===== config.mk =====
export PLATFORM = sky130hd
export DESIGN_NAME = mdio_phy_register_master_flat
export DESIGN_NICKNAME = d
export VERILOG_FILES = /design/src/sv/mdio_pm_pkg.sv /design/src/sv/mdio_pm_if.sv /design/src/sv/mdio_pm_engine.sv /design/src/sv/mdio_phy_register_master.sv /design/src/flat_wrapper.sv
export SDC_FILE = /design/constraint.sdc
export NUM_CORES = 1
export LEC_CHECK = 0
export BUFFER_PORTS_ARGS = -buffer_cell sky130_fd_sc_hd__clkbuf_2
export CAP_MARGIN = 20
export CELL_PAD_IN_SITES_DETAIL_PLACEMENT = 1
export CELL_PAD_IN_SITES_GLOBAL_PLACEMENT = 1
export CORE_AREA = 2 2 145 147
export CTS_BUF_LIST = sky130_fd_sc_hd__clkbuf_16
export DETAILED_ROUTE_END_ITERATION = 10
export DIE_AREA = 0 0 147 149
export MAX_ROUTING_LAYER = met4
export PLACE_DENSITY_LB_ADDON = 0.1
export SETUP_SLACK_MARGIN = 0.4
export SLEW_MARGIN = 40
export SYNTH_ARGS = -nofsm -noshare
export SYNTH_HDL_FRONTEND = slang
export SYNTH_SLANG_ARGS = --single-unit

===== constraint.sdc =====
create_clock -name clock -period 4.63 [get_ports clock]
set_input_delay 0.2315 -clock clock [delete_from_list [all_inputs] [get_ports clock]]
set_output_delay 0.2315 -clock clock [all_outputs]
set_load 0.05 [all_outputs]

===== src/sv/mdio_pm_pkg.sv =====
// ----------------------------------------------------------------------------
// MDIO register master package
// Shared types, codes and frame helpers of the MDIO register master.
// ----------------------------------------------------------------------------
`default_nettype none

package mdio_pm_pkg;

   // Request function codes.
   localparam logic [1:0] FUNC_TICK  = 2'd0;
   localparam logic [1:0] FUNC_READ  = 2'd1;
   localparam logic [1:0] FUNC_WRITE = 2'd2;

   // Configuration register indexes.
   localparam int unsigned CSR_INDEX_W = 3;
   localparam int unsigned CSR_DATA_W  = 16;
   localparam logic [CSR_INDEX_W-1:0] CSR_PREAMBLE_LEN     = 3'd0;
   localparam logic [CSR_INDEX_W-1:0] CSR_TURNAROUND_LIMIT = 3'd1;
   localparam logic [CSR_INDEX_W-1:0] CSR_MMD_SPLIT_ADDR   = 3'd2;
   localparam logic [CSR_INDEX_W-1:0] CSR_MMD_DEV_LOW      = 3'd3;
   localparam logic [CSR_INDEX_W-1:0] CSR_MMD_DEV_HIGH     = 3'd4;

   // Configuration reset values.
   localparam logic [5:0]  PREAMBLE_LEN_RST     = 6'd32;
   localparam logic [5:0]  TURNAROUND_LIMIT_RST = 6'd32;
   localparam logic [15:0] MMD_SPLIT_ADDR_RST   = 16'h0fff;
   localparam logic [4:0]  MMD_DEV_LOW_RST      = 5'h1f;
   localparam logic [4:0]  MMD_DEV_HIGH_RST     = 5'h01;

   // Sequencer phase codes.
   localparam logic [2:0] PH_IDLE    = 3'd0;
   localparam logic [2:0] PH_PRE     = 3'd1;
   localparam logic [2:0] PH_HDR     = 3'd2;
   localparam logic [2:0] PH_WDATA   = 3'd3;
   localparam logic [2:0] PH_WAIT    = 3'd4;
   localparam logic [2:0] PH_RDATA   = 3'd5;
   localparam logic [2:0] PH_REST    = 3'd6;
   localparam logic [2:0] PH_REST_TO = 3'd7;

   // Extended access register numbers and flags.
   localparam logic [4:0]  CTRL_REG      = 5'h0d;
   localparam logic [4:0]  ADDR_REG      = 5'h0e;
   localparam logic [15:0] MMD_DATA_FLAG = 16'h4000;
   localparam logic [15:0] DIRECT_MAX    = 16'h001f;
   localparam logic [1:0]  LAST_FRAME    = 2'd3;
   localparam logic [5:0]  DATA_BITS     = 6'd16;
   localparam logic [5:0]  READ_HDR_BITS = 6'd14;

   typedef struct packed {
      logic [5:0]  preamble_len;
      logic [5:0]  turnaround_limit;
      logic [15:0] mmd_split_addr;
      logic [4:0]  mmd_dev_low;
      logic [4:0]  mmd_dev_high;
   } cfg_type;

   typedef struct packed {
      logic [1:0]  func;
      logic [4:0]  phy_addr;
      logic [15:0] reg_addr;
      logic [15:0] write_data;
      logic        mdio_in;
   } req_payload_type;

   typedef struct packed {
      logic        mdc_pulse;
      logic        mdio_drive;
      logic        mdio_enable;
      logic        busy_res;
      logic        done_res;
      logic [15:0] read_data;
      logic        timed_out;
      logic        rejected;
   } rsp_payload_type;

   typedef struct packed {
      logic [4:0]  reg5;
      logic [15:0] word;
      logic        is_read;
   } frame_spec_type;

   typedef struct packed {
      logic [15:0] word;
      logic [5:0]  count;
   } frame_hdr_type;

   // Register number, data word and direction of one frame of a transaction.
   function automatic frame_spec_type frame_spec(
      input logic        extended,
      input logic [1:0]  frame_index,
      input logic [15:0] reg_addr,
      input logic [15:0] data,
      input logic [4:0]  device,
      input logic        is_write
   );
      frame_spec_type spec;
      spec.is_read = 1'b0;
      if (!extended) begin
         spec.reg5    = reg_addr[4:0];
         spec.word    = data;
         spec.is_read = !is_write;
      end else begin
         unique case (frame_index)
            2'd0: begin
               spec.reg5 = CTRL_REG;
               spec.word = {11'd0, device};
            end
            2'd1: begin
               spec.reg5 = ADDR_REG;
               spec.word = reg_addr;
            end
            2'd2: begin
               spec.reg5 = CTRL_REG;
               spec.word = MMD_DATA_FLAG | {11'd0, device};
            end
            default: begin
               spec.reg5    = ADDR_REG;
               spec.word    = data;
               spec.is_read = !is_write;
            end
         endcase
      end
      return spec;
   endfunction

   // Header bits sent MSB first: start, opcode, PHY, register and, for a
   // write, the driven turnaround.
   function automatic frame_hdr_type frame_header(
      input frame_spec_type spec,
      input logic [4:0]     phy
   );
      frame_hdr_type hdr;
      if (spec.is_read) begin
         hdr.word  = {2'b00, 2'b01, 2'b10, phy, spec.reg5};
         hdr.count = READ_HDR_BITS;
      end else begin
         hdr.word  = {2'b01, 2'b01, phy, spec.reg5, 2'b10};
         hdr.count = DATA_BITS;
      end
      return hdr;
   endfunction

endpackage

`default_nettype wire


===== src/sv/mdio_pm_if.sv =====
// ----------------------------------------------------------------------------
// MDIO register master channels
// Valid/ready channels for request and response transactions.
// ----------------------------------------------------------------------------
`default_nettype none

interface mdio_pm_req_if;
   logic        valid;
   logic        ready;
   logic [1:0]  func;
   logic [4:0]  phy_addr;
   logic [15:0] reg_addr;
   logic [15:0] write_data;
   logic        mdio_in;

   modport source (output valid, func, phy_addr, reg_addr, write_data, mdio_in,
                   input ready);
   modport sink (input valid, func, phy_addr, reg_addr, write_data, mdio_in,
                 output ready);
endinterface

interface mdio_pm_rsp_if;
   logic        valid;
   logic        ready;
   logic        mdc_pulse;
   logic        mdio_drive;
   logic        mdio_enable;
   logic        busy_res;
   logic        done_res;
   logic [15:0] read_data;
   logic        timed_out;
   logic        rejected;

   modport source (output valid, mdc_pulse, mdio_drive, mdio_enable, busy_res,
                   done_res, read_data, timed_out, rejected,
                   input ready);
   modport sink (input valid, mdc_pulse, mdio_drive, mdio_enable, busy_res,
                 done_res, read_data, timed_out, rejected,
                 output ready);
endinterface

`default_nettype wire


===== src/sv/mdio_pm_engine.sv =====
// ----------------------------------------------------------------------------
// MDIO register master frame engine
// Holds the frame sequencer state and advances it by one transaction.
// ----------------------------------------------------------------------------
`default_nettype none

module mdio_pm_engine (
   input  wire logic                         clock,
   input  wire logic                         reset,
   input  wire logic                         accept,
   input  wire mdio_pm_pkg::req_payload_type req,
   input  wire mdio_pm_pkg::cfg_type         cfg,
   output mdio_pm_pkg::rsp_payload_type      rsp
);

   logic [2:0]  phase_ff, phase_in;
   logic [1:0]  frame_index_ff, frame_index_in;
   logic [5:0]  bit_count_ff, bit_count_in;
   logic [15:0] tx_shift_ff, tx_shift_in;
   logic [15:0] rx_shift_ff, rx_shift_in;
   logic [5:0]  wait_count_ff, wait_count_in;
   logic [4:0]  held_phy_ff, held_phy_in;
   logic [15:0] held_reg_ff, held_reg_in;
   logic [15:0] held_data_ff, held_data_in;
   logic        held_write_ff, held_write_in;
   logic        held_extended_ff, held_extended_in;
   logic [4:0]  held_device_ff, held_device_in;

   mdio_pm_pkg::frame_spec_type spec_req, spec_cur, spec_nxt, spec_start;
   mdio_pm_pkg::frame_hdr_type  hdr_start, hdr_cur;
   logic        req_extended;
   logic [4:0]  req_device;
   logic [1:0]  frame_next;
   logic [5:0]  bit_dec;
   logic [3:0]  bit_sel;
   logic        start_frame;
   logic [4:0]  start_phy;

   // Frame descriptions for a new request, the current frame and the next one.
   assign req_extended = req.reg_addr > mdio_pm_pkg::DIRECT_MAX;
   assign req_device   = (req.reg_addr <= cfg.mmd_split_addr) ? cfg.mmd_dev_low
                                                             : cfg.mmd_dev_high;
   assign frame_next   = frame_index_ff + 2'd1;
   assign spec_req = mdio_pm_pkg::frame_spec(req_extended, 2'd0, req.reg_addr,
                                             req.write_data, req_device,
                                             req.func == mdio_pm_pkg::FUNC_WRITE);
   assign spec_cur = mdio_pm_pkg::frame_spec(held_extended_ff, frame_index_ff,
                                             held_reg_ff, held_data_ff,
                                             held_device_ff, held_write_ff);
   assign spec_nxt = mdio_pm_pkg::frame_spec(held_extended_ff, frame_next,
                                             held_reg_ff, held_data_ff,
                                             held_device_ff, held_write_ff);
   assign hdr_cur  = mdio_pm_pkg::frame_header(spec_cur, held_phy_ff);

   // A frame starts on a request or after a non-final extended write frame.
   assign start_phy = (phase_ff == mdio_pm_pkg::PH_IDLE) ? req.phy_addr : held_phy_ff;
   assign spec_start = (phase_ff == mdio_pm_pkg::PH_IDLE) ? spec_req : spec_nxt;
   assign hdr_start  = mdio_pm_pkg::frame_header(spec_start, start_phy);

   assign bit_dec = (bit_count_ff != 6'd0) ? bit_count_ff - 6'd1 : 6'd0;
   assign bit_sel = bit_dec[3:0];

   // Next state and the result of this transaction.
   always_comb begin
      phase_in         = phase_ff;
      frame_index_in   = frame_index_ff;
      bit_count_in     = bit_count_ff;
      tx_shift_in      = tx_shift_ff;
      rx_shift_in      = rx_shift_ff;
      wait_count_in    = wait_count_ff;
      held_phy_in      = held_phy_ff;
      held_reg_in      = held_reg_ff;
      held_data_in     = held_data_ff;
      held_write_in    = held_write_ff;
      held_extended_in = held_extended_ff;
      held_device_in   = held_device_ff;
      start_frame      = 1'b0;

      rsp = '0;
      rsp.mdio_drive  = 1'b1;
      rsp.mdio_enable = 1'b1;

      if (req.func == mdio_pm_pkg::FUNC_READ || req.func == mdio_pm_pkg::FUNC_WRITE) begin
         if (phase_ff != mdio_pm_pkg::PH_IDLE) begin
            rsp.rejected = 1'b1;
         end else begin
            held_phy_in      = req.phy_addr;
            held_reg_in      = req.reg_addr;
            held_data_in     = req.write_data;
            held_write_in    = req.func == mdio_pm_pkg::FUNC_WRITE;
            held_extended_in = req_extended;
            held_device_in   = req_device;
            frame_index_in   = 2'd0;
            wait_count_in    = 6'd0;
            rx_shift_in      = 16'd0;
            start_frame      = 1'b1;
         end
      end else if (req.func == mdio_pm_pkg::FUNC_TICK) begin
         unique case (phase_ff)
            mdio_pm_pkg::PH_PRE, mdio_pm_pkg::PH_HDR, mdio_pm_pkg::PH_WDATA: begin
               rsp.mdc_pulse = 1'b1;
               if (phase_ff != mdio_pm_pkg::PH_PRE && bit_count_ff != 6'd0) begin
                  rsp.mdio_drive = tx_shift_ff[bit_sel];
               end
               bit_count_in = bit_dec;
               if (bit_dec == 6'd0) begin
                  priority if (phase_ff == mdio_pm_pkg::PH_PRE) begin
                     phase_in     = mdio_pm_pkg::PH_HDR;
                     tx_shift_in  = hdr_cur.word;
                     bit_count_in = hdr_cur.count;
                  end else if (phase_ff == mdio_pm_pkg::PH_HDR) begin
                     if (spec_cur.is_read) begin
                        phase_in      = mdio_pm_pkg::PH_WAIT;
                        wait_count_in = 6'd0;
                     end else begin
                        phase_in     = mdio_pm_pkg::PH_WDATA;
                        tx_shift_in  = spec_cur.word;
                        bit_count_in = mdio_pm_pkg::DATA_BITS;
                     end
                  end else if (held_extended_ff &&
                               frame_index_ff != mdio_pm_pkg::LAST_FRAME) begin
                     frame_index_in = frame_next;
                     start_frame    = 1'b1;
                  end else begin
                     phase_in     = mdio_pm_pkg::PH_IDLE;
                     rsp.done_res = 1'b1;
                  end
               end
            end
            mdio_pm_pkg::PH_WAIT: begin
               rsp.mdc_pulse   = 1'b1;
               rsp.mdio_enable = 1'b0;
               rsp.mdio_drive  = 1'b0;
               priority if (!req.mdio_in) begin
                  phase_in     = mdio_pm_pkg::PH_RDATA;
                  bit_count_in = mdio_pm_pkg::DATA_BITS;
                  rx_shift_in  = 16'd0;
               end else if (wait_count_ff >= cfg.turnaround_limit) begin
                  phase_in = mdio_pm_pkg::PH_REST_TO;
               end else begin
                  wait_count_in = wait_count_ff + 6'd1;
               end
            end
            mdio_pm_pkg::PH_RDATA: begin
               rsp.mdc_pulse   = 1'b1;
               rsp.mdio_enable = 1'b0;
               rsp.mdio_drive  = 1'b0;
               rx_shift_in     = {rx_shift_ff[14:0], req.mdio_in};
               bit_count_in    = bit_dec;
               if (bit_dec == 6'd0) begin
                  phase_in = mdio_pm_pkg::PH_REST;
               end
            end
            mdio_pm_pkg::PH_REST, mdio_pm_pkg::PH_REST_TO: begin
               rsp.mdc_pulse = 1'b1;
               rsp.done_res  = 1'b1;
               if (phase_ff == mdio_pm_pkg::PH_REST) begin
                  rsp.read_data = rx_shift_ff;
               end else begin
                  rsp.timed_out = 1'b1;
               end
               phase_in = mdio_pm_pkg::PH_IDLE;
            end
            default: begin
               phase_in = mdio_pm_pkg::PH_IDLE;
            end
         endcase
      end

      // Frame start: preamble first, or straight into the header.
      if (start_frame) begin
         if (cfg.preamble_len != 6'd0) begin
            phase_in     = mdio_pm_pkg::PH_PRE;
            bit_count_in = cfg.preamble_len;
         end else begin
            phase_in     = mdio_pm_pkg::PH_HDR;
            tx_shift_in  = hdr_start.word;
            bit_count_in = hdr_start.count;
         end
      end

      rsp.busy_res = phase_in != mdio_pm_pkg::PH_IDLE;
   end

   // Control state.
   always_ff @(posedge clock) begin
      if (reset) begin
         phase_ff       <= mdio_pm_pkg::PH_IDLE;
         frame_index_ff <= 2'd0;
         bit_count_ff   <= 6'd0;
         wait_count_ff  <= 6'd0;
      end else if (accept) begin
         phase_ff       <= phase_in;
         frame_index_ff <= frame_index_in;
         bit_count_ff   <= bit_count_in;
         wait_count_ff  <= wait_count_in;
      end
   end

   // Shift registers and the held request.
   always_ff @(posedge clock) begin
      if (accept) begin
         tx_shift_ff      <= tx_shift_in;
         rx_shift_ff      <= rx_shift_in;
         held_phy_ff      <= held_phy_in;
         held_reg_ff      <= held_reg_in;
         held_data_ff     <= held_data_in;
         held_write_ff    <= held_write_in;
         held_extended_ff <= held_extended_in;
         held_device_ff   <= held_device_in;
      end
   end

endmodule

`default_nettype wire


===== src/sv/mdio_phy_register_master.sv =====
// ----------------------------------------------------------------------------
// MDIO PHY register master
// Clause-22 master with clause-45 indirect access, one bit period per tick.
// ----------------------------------------------------------------------------
// Every request transaction and every tick transaction yields exactly one
// response transaction in the cycle after it is accepted. The work for a
// transaction is one registered pass through the frame engine, so a new
// transaction can be accepted in every clock cycle while responses are taken.
// The response register stalls the input only while a response waits and
// rsp_chan.ready is low; in the cycle the waiting response is taken, the next
// transaction is accepted. Read and write requests are latched; each following
// tick moves the MDC/MDIO frame by one bit period. A request that arrives while
// a transaction is in progress is answered with rejected set. The user must
// write csr configuration only while the master is idle; no check enforces it.
`default_nettype none

module mdio_phy_register_master (
   input  wire logic                                  clock,
   input  wire logic                                  reset,
   mdio_pm_req_if.sink                                req_chan,
   mdio_pm_rsp_if.source                              rsp_chan,
   input  wire logic                                  csr_write_en,
   input  wire logic [mdio_pm_pkg::CSR_INDEX_W-1:0]   csr_index,
   input  wire logic [mdio_pm_pkg::CSR_DATA_W-1:0]    csr_write_data
);

   mdio_pm_pkg::cfg_type         cfg_ff;
   mdio_pm_pkg::req_payload_type req_payload;
   mdio_pm_pkg::rsp_payload_type rsp_result;
   mdio_pm_pkg::rsp_payload_type rsp_data_ff;
   logic                         rsp_valid_ff;
   logic                         accept;

   // Configuration registers.
   always_ff @(posedge clock) begin
      if (reset) begin
         cfg_ff.preamble_len     <= mdio_pm_pkg::PREAMBLE_LEN_RST;
         cfg_ff.turnaround_limit <= mdio_pm_pkg::TURNAROUND_LIMIT_RST;
         cfg_ff.mmd_split_addr   <= mdio_pm_pkg::MMD_SPLIT_ADDR_RST;
         cfg_ff.mmd_dev_low      <= mdio_pm_pkg::MMD_DEV_LOW_RST;
         cfg_ff.mmd_dev_high     <= mdio_pm_pkg::MMD_DEV_HIGH_RST;
      end else if (csr_write_en) begin
         unique case (csr_index)
            mdio_pm_pkg::CSR_PREAMBLE_LEN:
               cfg_ff.preamble_len <= csr_write_data[5:0];
            mdio_pm_pkg::CSR_TURNAROUND_LIMIT:
               cfg_ff.turnaround_limit <= csr_write_data[5:0];
            mdio_pm_pkg::CSR_MMD_SPLIT_ADDR:
               cfg_ff.mmd_split_addr <= csr_write_data;
            mdio_pm_pkg::CSR_MMD_DEV_LOW:
               cfg_ff.mmd_dev_low <= csr_write_data[4:0];
            mdio_pm_pkg::CSR_MMD_DEV_HIGH:
               cfg_ff.mmd_dev_high <= csr_write_data[4:0];
            default: begin
            end
         endcase
      end
   end

   // Input side: accept whenever the response register is free or draining.
   assign req_chan.ready = !rsp_valid_ff || rsp_chan.ready;
   assign accept         = req_chan.valid && req_chan.ready;

   assign req_payload.func       = req_chan.func;
   assign req_payload.phy_addr   = req_chan.phy_addr;
   assign req_payload.reg_addr   = req_chan.reg_addr;
   assign req_payload.write_data = req_chan.write_data;
   assign req_payload.mdio_in    = req_chan.mdio_in;

   mdio_pm_engine u_engine (
      .clock  (clock),
      .reset  (reset),
      .accept (accept),
      .req    (req_payload),
      .cfg    (cfg_ff),
      .rsp    (rsp_result)
   );

   // Response register.
   always_ff @(posedge clock) begin
      if (reset) begin
         rsp_valid_ff <= 1'b0;
      end else if (accept) begin
         rsp_valid_ff <= 1'b1;
      end else if (rsp_chan.ready) begin
         rsp_valid_ff <= 1'b0;
      end
   end

   always_ff @(posedge clock) begin
      if (accept) begin
         rsp_data_ff <= rsp_result;
      end
   end

   assign rsp_chan.valid       = rsp_valid_ff;
   assign rsp_chan.mdc_pulse   = rsp_data_ff.mdc_pulse;
   assign rsp_chan.mdio_drive  = rsp_data_ff.mdio_drive;
   assign rsp_chan.mdio_enable = rsp_data_ff.mdio_enable;
   assign rsp_chan.busy_res    = rsp_data_ff.busy_res;
   assign rsp_chan.done_res    = rsp_data_ff.done_res;
   assign rsp_chan.read_data   = rsp_data_ff.read_data;
   assign rsp_chan.timed_out   = rsp_data_ff.timed_out;
   assign rsp_chan.rejected    = rsp_data_ff.rejected;

endmodule

`default_nettype wire


===== src/flat_wrapper.sv =====
// flat-port wrapper written by rule: the top's interface ports become plain ports
module mdio_phy_register_master_flat 
  (clock, reset, csr_write_en, csr_index, csr_write_data, req_chan_valid, req_chan_func, req_chan_phy_addr, req_chan_reg_addr, req_chan_write_data, req_chan_mdio_in, req_chan_ready, rsp_chan_valid, rsp_chan_mdc_pulse, rsp_chan_mdio_drive, rsp_chan_mdio_enable, rsp_chan_busy_res, rsp_chan_done_res, rsp_chan_read_data, rsp_chan_timed_out, rsp_chan_rejected, rsp_chan_ready);
  mdio_pm_req_if req_chan_i ();
  mdio_pm_rsp_if rsp_chan_i ();
  input  wire logic clock;
  input  wire logic reset;
  input  wire logic csr_write_en;
  input  wire logic [mdio_pm_pkg::CSR_INDEX_W-1:0] csr_index;
  input  wire logic [mdio_pm_pkg::CSR_DATA_W-1:0] csr_write_data;
  input wire logic [$bits(req_chan_i.valid)-1:0] req_chan_valid;
  input wire logic [$bits(req_chan_i.func)-1:0] req_chan_func;
  input wire logic [$bits(req_chan_i.phy_addr)-1:0] req_chan_phy_addr;
  input wire logic [$bits(req_chan_i.reg_addr)-1:0] req_chan_reg_addr;
  input wire logic [$bits(req_chan_i.write_data)-1:0] req_chan_write_data;
  input wire logic [$bits(req_chan_i.mdio_in)-1:0] req_chan_mdio_in;
  output wire logic [$bits(req_chan_i.ready)-1:0] req_chan_ready;
  output wire logic [$bits(rsp_chan_i.valid)-1:0] rsp_chan_valid;
  output wire logic [$bits(rsp_chan_i.mdc_pulse)-1:0] rsp_chan_mdc_pulse;
  output wire logic [$bits(rsp_chan_i.mdio_drive)-1:0] rsp_chan_mdio_drive;
  output wire logic [$bits(rsp_chan_i.mdio_enable)-1:0] rsp_chan_mdio_enable;
  output wire logic [$bits(rsp_chan_i.busy_res)-1:0] rsp_chan_busy_res;
  output wire logic [$bits(rsp_chan_i.done_res)-1:0] rsp_chan_done_res;
  output wire logic [$bits(rsp_chan_i.read_data)-1:0] rsp_chan_read_data;
  output wire logic [$bits(rsp_chan_i.timed_out)-1:0] rsp_chan_timed_out;
  output wire logic [$bits(rsp_chan_i.rejected)-1:0] rsp_chan_rejected;
  input wire logic [$bits(rsp_chan_i.ready)-1:0] rsp_chan_ready;
  assign req_chan_i.valid = req_chan_valid;
  assign req_chan_i.func = req_chan_func;
  assign req_chan_i.phy_addr = req_chan_phy_addr;
  assign req_chan_i.reg_addr = req_chan_reg_addr;
  assign req_chan_i.write_data = req_chan_write_data;
  assign req_chan_i.mdio_in = req_chan_mdio_in;
  assign req_chan_ready = req_chan_i.ready;
  assign rsp_chan_valid = rsp_chan_i.valid;
  assign rsp_chan_mdc_pulse = rsp_chan_i.mdc_pulse;
  assign rsp_chan_mdio_drive = rsp_chan_i.mdio_drive;
  assign rsp_chan_mdio_enable = rsp_chan_i.mdio_enable;
  assign rsp_chan_busy_res = rsp_chan_i.busy_res;
  assign rsp_chan_done_res = rsp_chan_i.done_res;
  assign rsp_chan_read_data = rsp_chan_i.read_data;
  assign rsp_chan_timed_out = rsp_chan_i.timed_out;
  assign rsp_chan_rejected = rsp_chan_i.rejected;
  assign rsp_chan_i.ready = rsp_chan_ready;
  mdio_phy_register_master u_core (.clock(clock), .reset(reset), .req_chan(req_chan_i), .rsp_chan(rsp_chan_i), .csr_write_en(csr_write_en), .csr_index(csr_index), .csr_write_data(csr_write_data));
endmodule

==> results.json <==
{
  "outcome": "finished, final reports clean",
  "post_cts_hold_buffer_count": 19,
  "synth-edff-count": 99,
  "post_cts_buffers": 0,
  "design.portCount": 89,
  "synth_area_leader_cell": "sky130_fd_sc_hd__edfxtp_1",
  "synth.cell_area_mm2": 0.00805,
  "irDropWorstVdd_mv": 0.246,
  "finalMaxSlewViolations": 0,
  "fmax_mhz": 277,
  "rsz0062_at_grt": "no",
  "detailed_place_hpwl_um": 16500,
  "initial_core_util_pct": 39.2,
  "critPathCaptureType": "register",
  "diodes": 0,
  "finalClockSkew_ps": 11.5,
  "maxCapViolCount": 0,
  "clockRootBuffer": "sky130_fd_sc_hd__clkbuf_16",
  "area_growth_syn_to_layout_pct": 18.9,
  "grt_antenna_before_repair": 0,
  "die_x_um": 147,
  "synthesized_area_divided_by_synthesized_cell_count_um2": 10.2,
  "drt.antenna.violating_nets": 0,
  "setup_total_negative_slack_ps": 0,
  "ff2ff_setup_slack_ps": 1010,
  "cts-buffers-inserted": 17,
  "required_time_at_the_worst_slack_endpoint_ps": 4800,
  "maximum_number_of_pins_on_one_net_before_global_route_repair": 57,
  "synth_cell_types": 74,
  "layout_cells_sized_above_1_pct": 17.7,
  "cts_buffer_depth": 2,
  "first_global_vias": 6485,
  "synth_fp_nets": 886,
  "post-synth-top-area-fraction_pct": 36.9,
  "globalplace.congestion": 0.862,
  "dp_worst_setup_slack_ps": 1050,
  "max_slew_margin_pct": 51.4,
  "synthMostInstantiatedCell": "sky130_fd_sc_hd__edfxtp_1",
  "total_power_mw": 3.59,
  "worst-endpoint-arrival_ps": 3790,
  "dp.cells": 1121,
  "vias_post_dr": 6331,
  "syn-instance-count": 789,
  "overflow": 0,
  "drt_wl_total_um": 21900,
  "clock_tree_sinks": 155,
  "placement.io_buffers": 88,
  "shortest_clock_period_the_worst_path_allows_after_layout_ps": 3620,
  "final_hold_viol_count": 0,
  "num_rows": 53,
  "yosysWarningCount": 0,
  "ys_seq_elements": 155,
  "instances_no_fill": 1172,
  "final-setup-viol-count": 0,
  "start_kind": "register",
  "critical_path.max_fanout": 16,
  "most_instantiated_cells_after_synthesis": "sky130_fd_sc_hd__edfxtp_1, sky130_fd_sc_hd__nor2_1, sky130_fd_sc_hd__dfxtp_1, sky130_fd_sc_hd__nand2_1, sky130_fd_sc_hd__and2_1",
  "vias_per_cell": 5.40,
  "drt-initial-drc-count": 304,
  "finalCritPeriodShare_pct": 78.1,
  "post_cts_resized": 0,
  "post-route-drc-count": 0,
  "num-nets-final": 981,
  "min_path_type": "in2reg",
  "clkSlewWorstSetupHoldPaths_ps": 70,
  "ctsHtreeMaxLevel": 4,
  "core_area_mm2": 0.0206,
  "clock_tree_from_tritoncts": "yes",
  "timing_worst_slew_pin_value_ps": 724,
  "die-area_mm2": 0.0219,
  "synth-main-ff-cell": "sky130_fd_sc_hd__edfxtp_1",
  "first_pass_grt_wire_length_um": 35200,
  "fraction_of_the_yosys_area_taken_by_sequential_cells_pct": 50.8,
  "ffs_w_async_s_r_synth_pct": 0,
  "post_drt_wl_per_cell_um": 18.7,
  "timing.setup.critical_path_class": "reg2reg",
  "setup_ws_ps": 1010,
  "drt_pass1_iterations": 5,
  "global_route.usage.total_pct": 21.0,
  "power_per_cell_area_mw_per_mm2": 375,
  "final_util_pct": 46.6,
  "dieHeight_um": 149,
  "clock_latency_of_the_later_clocked_register_in_the_worst_skew_pair_ps": 420,
  "leakage_nw": 3.74,
  "synth_top_cells_by_area": "sky130_fd_sc_hd__edfxtp_1, sky130_fd_sc_hd__dfxtp_1, sky130_fd_sc_hd__ha_1, sky130_fd_sc_hd__nor2_1, sky130_fd_sc_hd__mux2i_1"
}
final timing paths:
path / endpoint / from / cells after the start
max: u_core.u_engine.tx_shift_ff[6]$_DFFE_PP_ / u_core.u_engine.bit_count_ff[0]$_SDFFE_PP0P_ / 9
min: u_core.cfg_ff[19]$_SDFFE_PP1P_ / csr_write_data[9] / 2
max reg2reg: u_core.u_engine.tx_shift_ff[6]$_DFFE_PP_ / u_core.u_engine.bit_count_ff[0]$_SDFFE_PP0P_ / 9
min reg2reg: u_core.cfg_ff[6]$_SDFFE_PP1P_ / u_core.cfg_ff[6]$_SDFFE_PP1P_ / 1
cell type report:
type / instances / area (um2)
Clock inverter: 15 / 165
Inverter: 39 / 146
Fill cell: 2325 / 11000
Clock buffer: 17 / 425
Multi-Input combinational cell: 554 / 3670
Timing Repair Buffer: 117 / 733
Tap cell: 275 / 344
Sequential cell: 155 / 4100
where the power goes:
group / total [mW] / internal (mW) / switching (mW)
registers: 1.60 / 1.55 / 0.0553
logic: 0.589 / 0.215 / 0.374
clock network: 1.40 / 0.805 / 0.591
total: 3.59 / 2.57 / 1.02
worst max-delay path, cell delays in order, from the launching register on:
cell	delay [ps]
sky130_fd_sc_hd__dfxtp_1	530
sky130_fd_sc_hd__inv_1	210
sky130_fd_sc_hd__ha_1	390
sky130_fd_sc_hd__and4bb_2	240
sky130_fd_sc_hd__a21oi_2	70
sky130_fd_sc_hd__or4_4	590
sky130_fd_sc_hd__o21ai_4	370
sky130_fd_sc_hd__and2b_1	590
sky130_fd_sc_hd__o22ai_1	150
sky130_fd_sc_hd__a31o_1	220
stage by stage:
step | hold slack (ps) | cell area [um2]
after floorplan | 330 | 8050
after global placement | 410 | 8730
after detailed placement | 410 | 8790
after CTS | 0.435 | 9570
after global routing | 0.651 | 9580
final | 17.8 | 9580
placed cells by master, fill, tap and decap left out, types with 7 or more instances in the layout:
cell,Yosys,routed
sky130_fd_sc_hd__a211o_1,25,25
sky130_fd_sc_hd__a211oi_1,9,9
sky130_fd_sc_hd__a21o_1,9,9
sky130_fd_sc_hd__a21oi_1,37,37
sky130_fd_sc_hd__a31oi_1,8,8
sky130_fd_sc_hd__and2_1,40,40
sky130_fd_sc_hd__and3_1,13,13
sky130_fd_sc_hd__buf_4,1,8
sky130_fd_sc_hd__clkbuf_16,0,17
sky130_fd_sc_hd__clkbuf_2,0,88
sky130_fd_sc_hd__dfxtp_1,56,55
sky130_fd_sc_hd__dlygate4sd3_1,0,19
sky130_fd_sc_hd__edfxtp_1,99,99
sky130_fd_sc_hd__ha_1,33,33
sky130_fd_sc_hd__inv_1,38,39
sky130_fd_sc_hd__mux2i_1,31,31
sky130_fd_sc_hd__nand2_1,49,49
sky130_fd_sc_hd__nand2b_1,14,14
sky130_fd_sc_hd__nand3_1,15,15
sky130_fd_sc_hd__nor2_1,88,85
sky130_fd_sc_hd__nor2b_1,9,9
sky130_fd_sc_hd__nor3_1,26,25
sky130_fd_sc_hd__nor4_1,7,7
sky130_fd_sc_hd__o21ai_0,25,25
sky130_fd_sc_hd__o22ai_1,15,15
sky130_fd_sc_hd__or3_1,8,8
per-layer routing:
| layer | GRT usage [%] | vias to the layer above | share of wire (%) |
|---|---|---|---|
| met3 | 3.85 | 15 | 3.4 |
| met5 | - | - | 0 |
| met1 | 27.6 | 3115 | 48 |
| li1 | - | 3086 | - |
| met2 | 34.2 | 115 | 48 |
| met4 | 4.76 | 0 | 0.94 |
registers in the layout, summed over array words and instances, names as in the netlist:
signal,count
u_core.u_engine.rx_shift_ff,16
u_core.u_engine.bit_count_ff,6
u_core.rsp_chan.timed_out,1
u_core.u_engine.held_reg_ff,16
u_core.u_engine.held_write_ff,1
u_core.u_engine.tx_shift_ff,16
u_core.rsp_chan.rejected,1
u_core.u_engine.held_device_ff,5
u_core.rsp_chan.mdio_drive,1
u_core.rsp_chan.busy_res,1
u_core.rsp_chan.read_data,16
u_core.rsp_chan.mdc_pulse,1
u_core.cfg_ff,38
u_core.rsp_chan.mdio_enable,1
u_core.u_engine.frame_index_ff,2
u_core.rsp_chan.done_res,1
u_core.u_engine.held_data_ff,16
u_core.u_engine.held_phy_ff,5
u_core.u_engine.wait_count_ff,6
u_core.u_engine.phase_ff,3
u_core.u_engine.held_extended_ff,1
u_core.rsp_chan.valid,1
logic make-up after synthesis:
logic type      count (synthesis)  share of synthesized area [%]
buf+inv                        80                           4.01
flops                         155                           50.8
fa+ha+maj                      33                           5.13
compound gates                186                           16.1
simple gates                  295                           18.9
mux                            38                           4.83
xor+xnor                        2                          0.218
No activity file was read; power rests on OpenSTA's default activity.
